## src/sv/nmf_ram.sv

```systemverilog
// ----------------------------------------------------------------------------
// nmf_ram
// simple dual-port ram, one write port and one registered read port
// ----------------------------------------------------------------------------
module nmf_ram #(
  parameter int W = 8,
  parameter int D = 16
) (
  input  logic                 clk,
  input  logic                 we,
  input  logic [$clog2(D)-1:0] waddr,
  input  logic [W-1:0]         wdata,
  input  logic                 re,
  input  logic [$clog2(D)-1:0] raddr,
  output logic [W-1:0]         rdata
);

  logic [W-1:0] mem [D];

  always_ff @(posedge clk) begin
    if (we) begin
      mem[waddr] <= wdata;
    end
    if (re) begin
      rdata <= mem[raddr];
    end
  end

endmodule

```

## config.mk

```make
export PLATFORM = sky130hd
export DESIGN_NAME = nmf_ram
export DESIGN_NICKNAME = d
export VERILOG_FILES = /design/src/sv/nmf_ram.sv
export SDC_FILE = /design/constraint.sdc
export NUM_CORES = 1
export LEC_CHECK = 0
export ABC_AREA = 0
export BUFFER_PORTS_ARGS = -buffer_cell sky130_fd_sc_hd__buf_4
export CAP_MARGIN = 20
export CORE_ASPECT_RATIO = 0.75
export CORE_MARGIN = 2
export CORE_UTILIZATION = 34
export CTS_CLUSTER_SIZE = 40
export DETAILED_ROUTE_END_ITERATION = 7
export RECOVER_POWER = 25
export REMOVE_ABC_BUFFERS = 1
export SLEW_MARGIN = 0
export SYNTH_ARGS = -nofsm -noshare
export SYNTH_HDL_FRONTEND = slang
export SYNTH_SLANG_ARGS = --single-unit
```

## constraint.sdc

```tcl
create_clock -name clk -period 2.7 [get_ports clk]
set_input_delay 0.54 -clock clk [delete_from_list [all_inputs] [get_ports clk]]
set_output_delay 0.54 -clock clk [all_outputs]
set_load 0.02 [all_outputs]
```

# == Yosys cells after proc, flatten, opt, wreduce, memory -nomap -nowiden ==
# Memory sizes are Yosys's and may differ from the RTL's. A register that Yosys moved wholly into a read port is not among the register bits.
# Index checks and enable logic that the tools add are counted.
# word_totals
output_inout_bits,8
memories,1
ram_bits,128
elab_cells,3
ff_bits,0
# mem_list
memory,depth,width,rd,rd_clocked_by_memory_dff,wr,line_no,text
mem,16,8,1,1,1,18,logic [W-1:0] mem [D];
# classes
muxes,2
# ops
op,count
$mux 1,2

# == Depth between registers and ports, before layout ==
# depth
ltp_word,2
ltp_mapped,5
ltp_nobuf,3

# == Least setup slack after synthesis ==
# No wires, ideal clock.
# synth_path
path_kind,input port to flip-flop
startpoint,input waddr[2]
endpoint,"memory mem[0][0], enable pin"
path_slack_ns,0.667
arrival_ns,1.650
setup_ns,0.383
required_time_ns,2.317
cell_stages,2
cell_sequence,or3b_2 nor3_1
# synth_rtl
element,line_no,text
"start, declared",11,"input logic [$clog2(D)-1:0] waddr,"
"end, declared",18,
# Straight into the memory's write port.

==> results_dict.tcl <==
set metrics [dict create \
    status "finished, final reports clean" \
    cts_tree "built" \
    vias 2441 \
    finalSetupViolations 0 \
    crit_type "in2reg" \
    post_cts_buffers 0 \
    row_count 39 \
    rsz0062_at_grt "false" \
    final_util 0.416 \
    leakagePower_nw 2.08 \
    multi_input_area_um2 1060 \
    yosysWarnings 0 \
    ios 27 \
    yosysUniqueCellTypes 18 \
    worst_ep_arrival_time_ns 1.93 \
    dieWidth_um 147 \
    hp-class "in2reg" \
    drive_gt1_frac 0.291 \
    cts_made_buffers 17 \
    cts.htree.levels 4 \
    grtUsageTotal 0.126 \
    synthCells 229 \
    drtPass1Iterations 4 \
    synth_area_um2 5230 \
    start_util 0.346 \
    num_antenna_cells 0 \
    tightest_slew_ns 0.769 \
    hpwl_um 6250 \
    skew_ns 0.0104 \
    maxSlewViolCount 0 \
    cts.sink_count 136 \
    root_buffer "clkbuf_16" \
    critPathMaxFanout 16 \
    layout_common_cells "edfxtp_1 (136), buf_4 (38), mux4_2 (18)" \
    io_buffers 26 \
    ant_nets 0 \
    clk_pin_slew_ns 0.06 \
    whs_ns 0.451 \
    wirelength_um 9600 \
    finalSetupTns_ns 0 \
    synth-seq-cells 136 \
    core_um2 15100 \
    nets 302 \
    syn_avg_cell_area_um2 22.8 \
    drc 0 \
    vdd_ir_drop_max_mv 0.533 \
    wl_per_cell_um 19.2 \
    grt_max_degree 33 \
    vias_per_cell 4.87 \
    cts-hold-fix-buffers 0 \
    drv_cap 0 \
    grt-ovfl-total 0 \
    p_total_w 0.00479 \
    antenna_found_initial 0 \
    register_area_um2 4080 \
    cp.required_ns 2.86 \
    syn_to_final_growth_pct 20.3 \
    hold_viol 0 \
    finalWeightedCongestion 0.692 \
    cp-end-kind "register" \
    fmaxAchievable_ghz 0.566 \
    dieHeight_um 111 \
    grt_first_pass_wirelength_um 14700 \
    ys_seq_area_frac 0.781 \
    drtIter0Drc 176 \
    finalCritPeriodShare 0.655 \
    power_density_nw_per_um2 762 \
    clk_latency_ns 0.41 \
    clockBufferDepth 2 \
    dieArea_um2 16400 \
    period_minus_slack_ns 1.77 \
    slew_headroom 0.485 \
    final_common_cell "edfxtp_1" \
    cp-start-kind "input port" \
    fill_cells 1367 \
    grt_pass1_vias 2538 \
    cts_resized 0 \
]
[layer usage]
| metal | wire, um | track usage | up-vias |
|---|---|---|---|
| met2 | 4590 | 0.185 | 76 |
| met5 | 0 | 0 | - |
| li1 | - | - | 1093 |
| met4 | 57 | 0.0442 | 0 |
| met1 | 4210 | 0.180 | 1268 |
| met3 | 735 | 0.0398 | 4 |
[logic make-up (layout without fill, tap and decap cells)]
| group | Yosys count | count (layout) | share of synthesized area |
|---|---|---|---|
| AND/OR/NAND/NOR | 35 | 35 | 0.0314 |
| AO/OA/AOI/OAI | 16 | 16 | 0.0230 |
| multiplexers | 32 | 32 | 0.148 |
| buffers and inverters | 10 | 77 | 0.0165 |
| flip-flops | 136 | 136 | 0.781 |
[stage by stage]
step                setup WS (ns)  instances  instance area, um^2
floorplan                   0.667        219                 5140
global placement            0.472        469                 5750
detailed placement          0.466        469                 5750
CTS                         0.908        501                 6310
global route                0.817        501                 6290
finish                      0.932        501                 6290
[critical path, stage by stage]
cell,delay (ns)
buf_4,0.30
buf_12,0.21
mux4_1,0.56
a22oi_1,0.23
nand2_1,0.07
[final timing paths]
kind / depth (start not counted) / endpoint / from / slack [ns]
worst max register to register: 3 / rdata[3] / mem[9][3] / 1.24
worst max-delay path: 5 / rdata[4] / raddr[0] / 0.93
worst min-delay path: 1 / mem[3][2] / wdata[2] / 0.45
worst min register to register: 3 / rdata[0] / mem[7][0] / 0.75
[cell usage after synthesis]
cell,instances,share of area
buf_6,3,0.0065
nor2_1,13,0.0093
nor2b_1,1,0.0012
nand2_1,9,0.0065
mux4_2,18,0.078
edfxtp_1,136,0.78
buf_4,1,0.0014
and2_1,1,0.0012
and2b_1,1,0.0014
nand3_1,1,0.00096
a22oi_1,16,0.023
or3b_2,1,0.0017
nor3_1,4,0.0038
nand2b_1,2,0.0024
mux4_1,14,0.070
nand3b_1,2,0.0029
clkdlybuf4s25_2,3,0.0057
buf_2,3,0.0029
[power breakdown]
group	internal, W	switching [W]
registers	0.00238	0.0000110
clock network	0.00135	0.000824
logic	0.000100	0.000130
total	0.00383	0.000965
[flip-flops by register name, summed over array words and instances, names as in the netlist]
register  cells
mem         128
rdata         8
[cell type report]
class | instances | share of cell area
tap | 205 | 0.0408
sequential | 136 | 0.649
timing repair buffer | 45 | 0.0521
clock buffer | 19 | 0.0688
multi-input combinational | 83 | 0.168
clock inverter | 13 | 0.0207
No activity file was read; power rests on OpenSTA's default activity.
