File: config.mk
export PLATFORM = sky130hd
export DESIGN_NAME = nmf_mul
export DESIGN_NICKNAME = d
export VERILOG_FILES = /design/src/sv/nmf_pkg.sv /design/src/sv/nmf_mul.sv
export SDC_FILE = /design/constraint.sdc
export NUM_CORES = 2
export LEC_CHECK = 0
export ABC_AREA = 1
export ABC_CLOCK_PERIOD_IN_PS = 14100
export BUFFER_PORTS_ARGS = -buffer_cell sky130_fd_sc_hd__buf_2
export CORE_MARGIN = 2
export CORE_UTILIZATION = 45
export CTS_CLUSTER_SIZE = 40
export DETAILED_ROUTE_END_ITERATION = 16
export SLEW_MARGIN = 20
export SYNTH_ARGS = -nofsm -noshare
export SYNTH_HDL_FRONTEND = slang
export SYNTH_SLANG_ARGS = --single-unit
File: constraint.sdc
create_clock -name clk -period 14.1 [get_ports clk]
set_input_delay 0.705 -clock clk [delete_from_list [all_inputs] [get_ports clk]]
set_output_delay 0.705 -clock clk [all_outputs]
set_load 0.005 [all_outputs]
File: src/sv/nmf_pkg.sv
// ----------------------------------------------------------------------------
// nmf_pkg
// shared widths, register indexes and the ring entry layout of the
// minimum-delay clock offset filter
// ----------------------------------------------------------------------------
package nmf_pkg;

  localparam int TIME_W    = 64;
  localparam int DELAY_W   = 32;
  localparam int OFS_W     = 63;
  localparam int MID_W     = 61;
  localparam int CFG_W     = 32;
  localparam int CFG_IDX_W = 2;
  localparam int ENTRY_W   = DELAY_W + OFS_W + MID_W;

  // sum of up to sixteen offsets
  localparam int SUM_W     = OFS_W + 4;

  // serial multiplier: 68 x 68 bits, one 17-bit digit per cycle
  localparam int MUL_W     = 68;
  localparam int MUL_DIG   = 17;
  localparam int MUL_STEPS = 4;
  localparam int PROD_W    = 2 * MUL_W;

  localparam logic [CFG_IDX_W-1:0] REG_MAX_RTT      = 2'd0;
  localparam logic [CFG_IDX_W-1:0] REG_STABLE_LIMIT = 2'd1;

  localparam logic [CFG_W-1:0] MAX_RTT_RST      = 32'd60000000;
  localparam logic [CFG_W-1:0] STABLE_LIMIT_RST = 32'd60000;

  typedef struct packed {
    logic [DELAY_W-1:0] delay;
    logic [OFS_W-1:0]   offset;
    logic [MID_W-1:0]   mid;
  } entry_t;

endpackage

File: src/sv/nmf_mul.sv
// ----------------------------------------------------------------------------
// nmf_mul
// digit-serial unsigned multiplier, most significant digit of b first
// ----------------------------------------------------------------------------
module nmf_mul import nmf_pkg::*; (
  input  logic              clk,
  input  logic              rst,
  input  logic              start,
  input  logic [MUL_W-1:0]  a,
  input  logic [MUL_W-1:0]  b,
  output logic              done,
  output logic [PROD_W-1:0] prod
);

  localparam int SW = $clog2(MUL_STEPS);

  logic [MUL_W-1:0]         a_r;
  logic [MUL_W-1:0]         b_r;
  logic [PROD_W-1:0]        acc;
  logic [SW-1:0]            step;
  logic                     run;
  logic [MUL_DIG-1:0]       digit;
  logic [MUL_W+MUL_DIG-1:0] part;

  assign digit = b_r[MUL_W-1 -: MUL_DIG];
  assign part  = a_r * digit;
  assign prod  = acc;

  always_ff @(posedge clk) begin
    if (rst) begin
      run  <= 1'b0;
      done <= 1'b0;
      step <= '0;
    end else begin
      done <= 1'b0;
      if (start) begin
        run  <= 1'b1;
        step <= '0;
      end else if (run) begin
        step <= step + 1'b1;
        if (step == SW'(MUL_STEPS - 1)) begin
          run  <= 1'b0;
          done <= 1'b1;
        end
      end
    end
  end

  always_ff @(posedge clk) begin
    if (start) begin
      a_r <= a;
      b_r <= b;
      acc <= '0;
    end else if (run) begin
      acc <= (acc << MUL_DIG) + PROD_W'(part);
      b_r <= b_r << MUL_DIG;
    end
  end

endmodule

-- After elaboration in Yosys (flattened, before gate mapping)
Cells that the tools add are included.
- register bits after elaboration: 276
- latch bits: 0
- memory bits (writable): 0
- bits in read-only memories: 0
- input bits: 139
- output and inout bits: 137
- word-level logic and storage cells: 20
- memories: 0
- add/subtract/negate cells: 2
- $mul: 1
- divide/modulo/power cells: 0
- magnitude comparators: 0
- equality and inequality tests: 1
- shift-type cells: 0
- muxes and demuxes: 6
- bitwise operators: 1
- reduce and logical (&&, ||, !) cells: 3
- operators with widths (cell ; count):
    $add A136 B85 Y136 ; 1
    $mux W68 ; 2
    $mul A68 B17 Y85 ; 1
    $mux W1 ; 4
    $reduce_or A3 Y1 ; 1
    $add A2 B1 Y2 const B ; 1
    $eq A2 B2 Y1 const B ; 1
    $reduce_bool A2 Y1 ; 1
    $reduce_or A2 Y1 ; 1
    $not A1 Y1 ; 1

-- Depth between registers and ports, before layout
- depth in word-level cells: 4
- mapped depth: 35
- gate-level depth less buffers: 33

-- Least setup slack after synthesis
Ideal clock, no wire load.
- path kind: register to register
- start: reg b_r[53]
- end: reg acc[135], in the netlist prod[135]
- library setup time: 0.109 ns
- data arrival time: 5.790 ns
- required time: 13.991 ns
- path slack: 8.201 ns
- stages on the path, launching flop included: 30
- path buffers: 3
- period minus slack after synthesis: 5.899 ns
- cell sequence: edfxtp_1 clkbuf_1 clkbuf_1 buf_1 nand2_1 fa_1 inv_1 fa_1 inv_1 fa_1 inv_1 fa_1 fa_1 inv_1 fa_1 inv_1 ha_1 nand2_1 nor2_1 nand2_1 nor2_2 nand2_1 nor3_2 nand2_1 nand3_2 nand2_1 nand2_1 nand3_1 nand2_1 inv_1
- cells in the longest elaborated chain, start to end: 2
- RTL lines (item ; line ; RTL):
    from (decl) ; nmf_mul.sv:18 ; logic [MUL_W-1:0] b_r;
    from (signal assigned) ; nmf_mul.sv:56 ; b_r <= b_r << MUL_DIG;
    $mul A68 B17 Y85 ; nmf_mul.sv:26 ; assign part = a_r * digit;
    $add A136 B85 Y136 ; nmf_mul.sv:55 ; acc <= (acc << MUL_DIG) + PROD_W'(part);
    to (signal assigned) ; nmf_mul.sv:55 ;
    to (decl) ; nmf_mul.sv:19 ; logic [PROD_W-1:0] acc;
Every way passes these cells.
A chain may end at the register's enable or synchronous reset.

-- Final worst setup path
- start: reg b_r[54]
- end: reg acc[67], in the netlist prod[67]
Same word-level chain as after synthesis.

==> metrics.log <==
INFO  metric outcome = finished clean
INFO  metric ys_seq_area_frac = 0.127
INFO  metric place_hpwl = 154 mm
INFO  metric ys.flop_type = dfxtp_1
INFO  metric finalSetupViolations = 0
INFO  metric r2r_cells = 25
INFO  metric routed_wire_length_per_instance = 20.3 um
INFO  metric met3_usage = 0.0467
INFO  metric first_global_vias = 46500
INFO  metric gr-usage-met1 = 0.441
INFO  metric critPathArrivalTime = 8590 ps
INFO  metric critical_path_required = 14680 ps
INFO  metric utilization = 0.486
INFO  metric period_minus_slack = 8010 ps
INFO  metric finalClockSkew = 63.9 ps
INFO  metric post_cts_resized = 0
INFO  metric insertion_delay_to_the_later_sink_of_the_worst_skew_pair = 660 ps
INFO  metric chip_height = 351 um
INFO  metric cp_slowest_cell = buf_4
INFO  metric critPathKind = reg2reg
INFO  metric fin_crit_sh = 0.568
INFO  metric synth.cells.most_frequent = 2243 x nand2_1, 2232 x inv_1, 1057 x fa_1
INFO  metric final_cell_count_no_fill = 9118
INFO  metric drt_first_iter_violations = 3897
INFO  metric synth_largest_area_cell = fa_1
INFO  metric synth_cells = 7439
INFO  metric synth_top_area_frac = 0.390
INFO  metric grt_overflow = 0
INFO  metric sort_of_element_at_the_start_of_the_critical_path = register
INFO  metric area_of_the_mapped_netlist = 54300 um^2
INFO  metric dp.cells = 9037
INFO  metric biggest_cell_delay_along_the_critical_path = 780 ps
INFO  metric area.growth.synth_to_final = 7.29%
INFO  metric ys.warnings.count = 0
INFO  metric worst-r2r-setup-slack = 6090 ps
INFO  metric syn_nets = 8813
INFO  metric fmax = 0.125 GHz
INFO  metric clk_pin_slew = 60 ps
INFO  metric timing.rr.start = b_r[54]
INFO  metric final_hold_viol_count = 0
INFO  metric post_synth.cell_area_avg = 7.29 um^2
INFO  metric grt_start_max_net_pins = 92
INFO  metric drc = 0
INFO  metric num_vias = 45800
INFO  metric post-synth-top-count-cell = nand2_1
INFO  metric cts.repair_timing.setup_buffer_count = 0
INFO  metric holdPathStages = 1
INFO  metric design.portCount = 276
INFO  metric timing.slew.headroom = 0.321
INFO  metric routed_via_density = 5.03
INFO  metric core = 120000 um^2
INFO  metric crit_top_cell = inv_1
INFO  metric gp_congestion = 1.02
INFO  metric cts-buffers-inserted = 41
INFO  metric finish.instance_area = 58200 um^2
INFO  metric max_cap_violations = 0
INFO  metric track_usage = 0.308
INFO  metric hold_path.startpoint = a[57]
INFO  metric cts-root-buf = clkbuf_16
INFO  metric totalWireLength = 185 mm
INFO  metric tightest_slew = 1020 ps
INFO  metric r2r_end = prod[67]
INFO  metric die_w = 351 um
INFO  metric post_dp_cell_area = 56700 um^2
INFO  metric critPathCaptureType = register
INFO  metric timing.critical_path.fanout_max = 61
INFO  metric drt_pre_antenna_iters = 6
INFO  metric ys_types = 47
INFO  metric post_cts_hold_buffer_count = 0
INFO  metric totalNegativeSetupSlack = 0 ps
INFO  metric placementRows = 127
INFO  metric async_reset_ff_frac = 0
INFO  metric synth.ff_latch_count = 276
INFO  metric grt-busiest-layer = met2
INFO  metric final_nets = 8842
INFO  metric max-clock-path-buffers = 3
INFO  metric effective_utilization_at_floorplan = 0.453
INFO  metric port_buffers = 275
INFO  metric number_of_enable_flip_flop_cells_after_synthesis = 136
INFO  metric die_area = 123000 um^2
INFO  metric global_route_wire_length_before_repair = 285 mm
INFO  metric synth.top_cells.by_area = fa_1 39%, nand2_1 16%, inv_1 15%, edfxtp_1 7.5%, dfxtp_1 5.2%
INFO  metric rsz0062_at_grt = false
INFO  metric holdCritPathClass = in2reg
INFO  metric count_of_final_max_slew_check_failures = 0
INFO  metric final_layout_size_suffix_gt1_frac = 0.0685
INFO  metric antenna_found_initial = 6
INFO  metric ant_nets = 0
INFO  metric cts_htree_levels = 2
INFO  metric clock_sinks = 276
INFO  metric hold-path-endpoint = a_r[57]
INFO  metric cts_tree = done
INFO  metric grt_use_met2 = 0.487
-- cells by family after synthesis --
kind of cell | count (synthesis) | share of synthesized area
AOI/OAI and AO/OA | 411 | 0.0400
xor gates and xnor gates | 61 | 0.00985
DFF | 276 | 0.127
buffers and inverters | 2576 | 0.178
adders and majority gates | 1235 | 0.431
and+or+nand+nor | 2880 | 0.214
-- sequential cells by signal (all words and copies together), names as in the netlist --
signal / flops
step: 2
prod: 136
b_r: 68
a_r: 68
done: 1
run: 1
-- cell type report --
cell class	instances	area, um^2
fillers	12400	61600
multi-input cells	4587	37700
inverters	2250	8450
flip-flops and latches	276	6890
well taps	1612	2020
repair buffers	312	1660
clock buffers	58	1210
clock inverters	18	270
diodes	5	12.5
-- worst max path at each step --
stage | from | to | slack [ps]
2_1_floorplan | b_r[53] | prod[135] | 8200
3_3_place_gp | b_r[55] | prod[67] | 6280
3_5_place_dp | b_r[55] | prod[67] | 6290
4_1_cts | b_r[55] | prod[67] | 6250
5_1_grt | b_r[56] | prod[67] | 5900
6_report | b_r[54] | prod[67] | 6090
-- layout by cell type, fill, tap and decap left out, types with 17 or more instances in the layout --
cell       instances
ha_1             178
nand2_1         2243
nand4_1           32
buf_2            274
nor2_1           312
nand3_1          135
fa_1            1057
nor3_1            33
xor2_1            48
inv_2             17
dfxtp_1          139
nor2_2            29
o21ai_1           31
nand2_2           39
edfxtp_1         136
buf_4             37
inv_1           2231
o21ai_0          127
clkbuf_16         44
a21oi_1          209
-- critical path, delay by kind of cell (launching register included) --
kind	cells	cell delay, ps
compound gates	1	140
xor+xnor	1	390
fa+ha+maj	7	3620
buf+inv	8	1200
flops	1	690
simple gates	8	1890
-- stage by stage --
| stage | hold WS (ps) | worst slack, ps |
|---|---|---|
| floorplan | 441 | 8200 |
| global placement | 450 | 6280 |
| detailed placement | 459 | 6290 |
| CTS | 199 | 6250 |
| global route | 210 | 5900 |
| finish | 232 | 6090 |
-- metal layers --
metal,part of all wire,vias to the layer above
li1,-,20900
met1,0.44,22900
met2,0.45,1742
met3,0.080,211
met4,0.030,2
met5,0.000070,-
Power is left out: the tool's default activity adds up to more than one toggle a clock period on the data nets, which glitch-free logic cannot reach.
